===== src/rtl/bgc_pkg.sv =====
// bgc_pkg: shared types and constants for the button gesture classifier.
// Event codes per key, result codes on the output and register indexes.
// No dependencies.
package bgc_pkg;

  localparam int unsigned CFG_W = 16;

  typedef enum logic [1:0] {
    CFG_SHORT_MIN = 2'd0,
    CFG_LONG_MIN  = 2'd1,
    CFG_GAP_MAX   = 2'd2,
    CFG_UNUSED    = 2'd3
  } cfg_idx_t;

  typedef enum logic [1:0] {
    EV_NONE   = 2'd0,
    EV_CLICK  = 2'd1,
    EV_DOUBLE = 2'd2,
    EV_LONG   = 2'd3
  } ev_t;

  typedef enum logic [2:0] {
    CODE_NONE      = 3'd0,
    CODE_K0_CLICK  = 3'd1,
    CODE_K0_DOUBLE = 3'd2,
    CODE_K0_LONG   = 3'd3,
    CODE_K1_CLICK  = 3'd4,
    CODE_K1_DOUBLE = 3'd5,
    CODE_K1_LONG   = 3'd6,
    CODE_RSVD      = 3'd7
  } code_t;

  // Result code for a pending event of key 0 or key 1.
  function automatic code_t event_code(logic key1, ev_t ev);
    code_t c;
    c = CODE_NONE;
    case (ev)
      EV_CLICK:  c = key1 ? CODE_K1_CLICK  : CODE_K0_CLICK;
      EV_DOUBLE: c = key1 ? CODE_K1_DOUBLE : CODE_K0_DOUBLE;
      EV_LONG:   c = key1 ? CODE_K1_LONG   : CODE_K0_LONG;
      default:   c = CODE_NONE;
    endcase
    return c;
  endfunction

endpackage


===== src/rtl/button_gesture_classifier_unit.sv =====
// Path: an accepted poll beat goes through the input register, then through the per-key update
// into the result register. Throughput: one poll per cycle while the result beat is not stalled;
// the per-key state loop closes in the single update stage.
// Reset (rst_n low, synchronous): no beats held, thresholds back to 20/1000/300,
// all per-key state cleared. Depends on bgc_pkg.
module button_gesture_classifier_unit #(
  parameter int unsigned TIME_BITS = 16
) (
  input  logic                      clk,
  input  logic                      rst_n,
  input  logic                      in_valid,
  output logic                      in_stall,
  input  logic [15:0]               in_now,
  input  logic                      in_key0_level,
  input  logic                      in_key1_level,
  output logic                      out_valid,
  input  logic                      out_stall,
  output logic [2:0]                out_event_code,
  input  logic                      cfg_we,
  input  logic [1:0]                cfg_index,
  input  logic [bgc_pkg::CFG_W-1:0] cfg_wdata
);

  localparam int unsigned CMP_W = (TIME_BITS > bgc_pkg::CFG_W) ? TIME_BITS : bgc_pkg::CFG_W;

  // thresholds
  logic [bgc_pkg::CFG_W-1:0] short_min_r, long_min_r, gap_max_r;

  // input stage
  logic                 s1_valid_r;
  logic [TIME_BITS-1:0] s1_t_r;
  logic [1:0]           s1_level_r;

  // result stage
  logic                 out_valid_r;
  bgc_pkg::code_t       out_code_r;

  // per-key state
  bgc_pkg::ev_t         pend_r     [2];
  logic                 fcs_r      [2];
  logic                 held_r     [2];
  logic [TIME_BITS-1:0] press_r    [2];
  logic [TIME_BITS-1:0] rel_r      [2];

  bgc_pkg::ev_t         pend_upd   [2];
  bgc_pkg::ev_t         pend_nxt   [2];
  logic                 fcs_nxt    [2];
  logic                 held_nxt   [2];
  logic [TIME_BITS-1:0] press_nxt  [2];
  logic [TIME_BITS-1:0] rel_nxt    [2];
  bgc_pkg::code_t       code_nxt;

  logic advance;
  assign advance  = !out_valid_r || !out_stall;
  assign in_stall = s1_valid_r && !advance;

  assign out_valid      = out_valid_r;
  assign out_event_code = out_code_r;

  for (genvar k = 0; k < 2; k++) begin : g_key
    logic [TIME_BITS-1:0] gap_e, hold_e;
    logic                 gap_over, is_click, fcs_mid;
    bgc_pkg::ev_t         pend_mid;

    assign gap_e  = s1_t_r - rel_r[k];
    assign hold_e = s1_t_r - press_r[k];
    assign gap_over = CMP_W'(gap_e) > CMP_W'(gap_max_r);
    assign is_click = (CMP_W'(hold_e) >= CMP_W'(short_min_r)) &&
                      (CMP_W'(hold_e) <  CMP_W'(long_min_r));

    always_comb begin
      // lone first click turns into a single click once the gap has passed
      fcs_mid  = fcs_r[k] && !gap_over;
      pend_mid = (fcs_r[k] && gap_over) ? bgc_pkg::EV_CLICK : pend_r[k];

      pend_upd[k]  = pend_mid;
      fcs_nxt[k]   = fcs_mid;
      held_nxt[k]  = held_r[k];
      press_nxt[k] = press_r[k];
      rel_nxt[k]   = rel_r[k];

      if (!s1_level_r[k]) begin
        if (!held_r[k]) begin
          held_nxt[k]  = 1'b1;
          press_nxt[k] = s1_t_r;
        end else if (CMP_W'(hold_e) >= CMP_W'(long_min_r)) begin
          pend_upd[k] = bgc_pkg::EV_LONG;
        end
      end else if (held_r[k]) begin
        if (is_click) begin
          if (!fcs_mid) begin
            rel_nxt[k] = s1_t_r;
            fcs_nxt[k] = 1'b1;
          end else begin
            if (!gap_over) begin
              pend_upd[k] = bgc_pkg::EV_DOUBLE;
            end
            fcs_nxt[k] = 1'b0;
          end
        end
        held_nxt[k] = 1'b0;
      end
    end
  end

  // at most one event per poll, key 0 first; only the reported one is cleared
  always_comb begin
    pend_nxt[0] = pend_upd[0];
    pend_nxt[1] = pend_upd[1];
    code_nxt    = bgc_pkg::CODE_NONE;
    if (pend_upd[0] != bgc_pkg::EV_NONE) begin
      code_nxt    = bgc_pkg::event_code(1'b0, pend_upd[0]);
      pend_nxt[0] = bgc_pkg::EV_NONE;
    end else if (pend_upd[1] != bgc_pkg::EV_NONE) begin
      code_nxt    = bgc_pkg::event_code(1'b1, pend_upd[1]);
      pend_nxt[1] = bgc_pkg::EV_NONE;
    end
  end

  always_ff @(posedge clk) begin
    if (!rst_n) begin
      short_min_r <= bgc_pkg::CFG_W'(20);
      long_min_r  <= bgc_pkg::CFG_W'(1000);
      gap_max_r   <= bgc_pkg::CFG_W'(300);
    end else if (cfg_we) begin
      case (bgc_pkg::cfg_idx_t'(cfg_index))
        bgc_pkg::CFG_SHORT_MIN: short_min_r <= cfg_wdata;
        bgc_pkg::CFG_LONG_MIN:  long_min_r  <= cfg_wdata;
        bgc_pkg::CFG_GAP_MAX:   gap_max_r   <= cfg_wdata;
        default: ;
      endcase
    end
  end

  always_ff @(posedge clk) begin
    if (!rst_n) begin
      s1_valid_r <= 1'b0;
    end else if (in_valid && !in_stall) begin
      s1_valid_r <= 1'b1;
    end else if (advance) begin
      s1_valid_r <= 1'b0;
    end
  end

  always_ff @(posedge clk) begin
    if (in_valid && !in_stall) begin
      s1_t_r     <= TIME_BITS'(in_now);
      s1_level_r <= {in_key1_level, in_key0_level};
    end
  end

  always_ff @(posedge clk) begin
    if (!rst_n) begin
      out_valid_r <= 1'b0;
    end else if (advance) begin
      out_valid_r <= s1_valid_r;
    end
  end

  always_ff @(posedge clk) begin
    if (advance && s1_valid_r) begin
      out_code_r <= code_nxt;
    end
  end

  always_ff @(posedge clk) begin
    if (!rst_n) begin
      for (int i = 0; i < 2; i++) begin
        pend_r[i]  <= bgc_pkg::EV_NONE;
        fcs_r[i]   <= 1'b0;
        held_r[i]  <= 1'b0;
        press_r[i] <= '0;
        rel_r[i]   <= '0;
      end
    end else if (advance && s1_valid_r) begin
      for (int i = 0; i < 2; i++) begin
        pend_r[i]  <= pend_nxt[i];
        fcs_r[i]   <= fcs_nxt[i];
        held_r[i]  <= held_nxt[i];
        press_r[i] <= press_nxt[i];
        rel_r[i]   <= rel_nxt[i];
      end
    end
  end

endmodule


===== config.mk =====
export PLATFORM = sky130hd
export DESIGN_NAME = button_gesture_classifier_unit
export DESIGN_NICKNAME = d
export VERILOG_FILES = /design/src/rtl/bgc_pkg.sv /design/src/rtl/button_gesture_classifier_unit.sv
export SDC_FILE = /design/constraint.sdc
export NUM_CORES = 1
export LEC_CHECK = 0
export BUFFER_PORTS_ARGS = -buffer_cell sky130_fd_sc_hd__buf_4
export CAP_MARGIN = 20
export CORE_MARGIN = 2
export CORE_UTILIZATION = 45
export CTS_CLUSTER_DIAMETER = 50
export DETAILED_ROUTE_END_ITERATION = 10
export PLACE_DENSITY = 0.69
export SLEW_MARGIN = 20
export SYNTH_ARGS = -nofsm -noshare
export SYNTH_HDL_FRONTEND = slang
export SYNTH_SLANG_ARGS = --single-unit

===== constraint.sdc =====
create_clock -name clk -period 4.9 [get_ports clk]
set_input_delay 0.49 -clock clk [delete_from_list [all_inputs] [get_ports clk]]
set_output_delay 0.49 -clock clk [all_outputs]
set_load 0.01 [all_outputs]

==> flow_metrics.py <==
metrics = {
    "critical_path": {
        "critPathCaptureType": "register",
        "cp.arrival_ns": 4.70,
        "critical-path-max-stage-delay_ns": 0.40,
        "cp_slowest_cell": "fa_1",
        "r2r_start": "s1_t_r[0]",
        "cp-startpoint": "s1_t_r[0]",
        "required_ns": 5.03,
        "cp_max_fo": 16,
        "crit_path_end": "rel_r[0][6]",
        "r2r_slack_ns": 0.33,
        "reg2reg_to": "rel_r[0][6]",
        "crit_chain": "inv_2, ha_1, inv_1, fa_1, a21o_1, a21oi_2, o21a_1, o31ai_2, nor4_2, o31ai_1, a21oi_1, xnor2_1, ha_1, a21o_1, a21oi_1, o21ai_1, nor4b_2, and2_1, nand2_1, o21ai_1, buf_12",
        "worstSetupPathType": "reg -> reg",
        "start_kind": "register",
        "r2r_cells": 21,
    },
    "finish": {
        "antenna_cells": 0,
        "final_cells": 1401,
        "nNetsFinal": 1309,
        "fin_area_mm2": 0.0114,
        "drive_above_1_share_pct": 10.6,
        "final_util_pct": 52.2,
        "synthToLayoutAreaGrowth_pct": 13.4,
        "most-common-layout-cells": "ha_1, inv_1, nand2_1",
        "final_common_cell": "ha_1",
    },
    "clock_tree": {
        "clock_path_buffers": 2,
        "cts-root-buf": "clkbuf_16",
        "cts_sinks": 143,
        "cts_buffers": 17,
        "htreeDepth": 4,
        "cts_setup_buffers": 0,
        "insertion_delay_ns": 0.43,
        "path_clk_slew_ns": 0.07,
        "cts_tree": "built",
    },
    "placed_design": {
        "place_inst": 1369,
        "hpwl_um": 19800,
        "place_area_mm2": 0.0108,
        "dp_slack_ns": 0.297,
        "gp_congestion": 0.915,
        "port_buffers": 45,
    },
    "timing": {
        "slew_violations": 0,
        "slew_headroom_pct": 36.5,
        "tns_ns": 0,
        "setup_viol": 0,
        "whs_ns": 0.236,
        "rsz0062_at_grt": "false",
        "hold_viol": 0,
        "period_minus_slack_ns": 4.57,
        "worstMarginPinSlew_ns": 0.953,
        "setup_slack_ns": 0.329,
        "fin_skew_ns": 0.0102,
        "finalCritPeriodShare_pct": 93.3,
        "fmax_ghz": 0.219,
    },
    "logic_synthesis": {
        "ys_async_sr_fraction_pct": 0,
        "synth-seq-cells": 143,
        "synth_top_area_share_pct": 27.7,
        "ys_types": 70,
        "synth_cells": 1051,
        "synth_edf_count": 93,
        "netlist_area_mm2": 0.0101,
        "ys.warnings.count": 0,
        "yosysTopAreaCell": "edfxtp_1",
        "synth.area.top_cells": "edfxtp_1, ha_1, dfxtp_1, inv_1, nand2_1",
        "synth-main-ff-cell": "edfxtp_1",
        "ys_seq_area_share_pct": 37.7,
        "synth.avg_cell_area_um2": 9.58,
    },
    "grt": {
        "overflow": 0,
        "grt_use_total_pct": 21.9,
        "grt_pass1_vias": 7579,
        "antenna_found_initial": 0,
        "grt_pass1_wl_um": 40600,
        "grt_max_degree": 71,
    },
    "pwr": {
        "vdd_drop_max_uv": 182,
        "p_per_area_mw_per_mm2": 335,
        "p_leak_nw": 4.82,
        "finalPower_mw": 3.82,
    },
    "route": {
        "first_iter_violations": 543,
        "ant_nets": 0,
        "route.detailed.drc": 0,
        "first_pass_iters": 5,
        "via_count": 7781,
        "wl_um": 25600,
        "vias_per_cell": 5.55,
        "wl_per_cell_um": 18.3,
    },
    "run_status": {
        "status": "completed",
    },
    "floorplanning": {
        "die_w_um": 154,
        "io_pins": 46,
        "core-area_mm2": 0.0219,
        "die_h_um": 154,
        "die_area_mm2": 0.0236,
        "row_count": 54,
        "start_util_pct": 46.0,
    },
    "min_path": {
        "hp-class": "in -> reg",
    },
    "job": {
        "maxCapViolCount": 0,
    },
}
[cells in the mapped netlist (6+ instances only)]
cell,count
a21boi_0,38
a21o_1,23
a21oi_1,58
a31oi_1,7
and2_1,6
and3_1,25
clkbuf_1,16
dfxtp_1,50
edfxtp_1,93
ha_1,156
inv_1,130
nand2_1,110
nand2b_1,7
nand3_1,20
nand4_1,12
nor2_1,45
nor2b_1,12
nor3_1,27
o211ai_1,19
o21a_1,17
o21ai_0,20
o21ai_1,13
o21bai_1,6
xnor2_1,44
xor2_1,11
[layer usage]
metal / GRT usage (%) / part of all wire, %
met1: 30.9 / 48
met2: 35.0 / 45
met3: 3.55 / 4.4
met4: 6.47 / 2.0
met5: 0 / 0
[state kept, by name, indices dropped and copies added, names as in the netlist]
name,count
press_r,32
rel_r,32
gap_max_r,16
long_min_r,16
s1_t_r,16
short_min_r,16
pend_r,4
out_event_code,3
fcs_r,2
held_r,2
s1_level_r,2
out_valid,1
s1_valid_r,1
[worst max-delay path, delay by kind of cell, from the launching register on]
kind	cells	cell delay, ns
compound gates	10	1.61
xor+xnor	1	0.17
fa+ha+maj	3	0.86
buf+inv	3	0.38
flops	1	0.38
simple gates	4	0.86
[area by class of cell]
cell class | instances | area (um2)
well taps | 280 | 350
inverters | 130 | 488
repair buffers | 54 | 430
clock inverters | 8 | 62.6
clock buffers | 24 | 548
multi-input cells | 762 | 5750
fillers | 1958 | 10500
flip-flops and latches | 143 | 3790
[cell families after synthesis]
logic type,share of synthesized area [%]
buf+inv,5.48
simple gates,14.4
fa+ha+maj,20.2
flops,37.7
other cells,0.0372
compound gates,17.4
xor+xnor,4.78
[worst min-delay path by stage]
stage                            to  cells after the start            start
global placement     long_min_r[11]                      2   long_min_r[11]
finish                   s1_t_r[10]                      1       in_now[10]
floorplan           short_min_r[10]                      2  short_min_r[10]
global route          s1_level_r[0]                      1    in_key0_level
CTS                       s1_t_r[2]                      1        in_now[2]
detailed placement    gap_max_r[15]                      2    gap_max_r[15]
[report_power, final]
group / switching, mW / internal [mW]
sequential: 0.0388 / 1.35
combinational: 0.628 / 0.476
clock: 0.536 / 0.791
[what timing repair did]
item,in CTS,in global routing
resized for setup,0,2
endpoints found under the setup margin,0,18
hold buffers,0,0
Power figures use the tool's default switching activity.
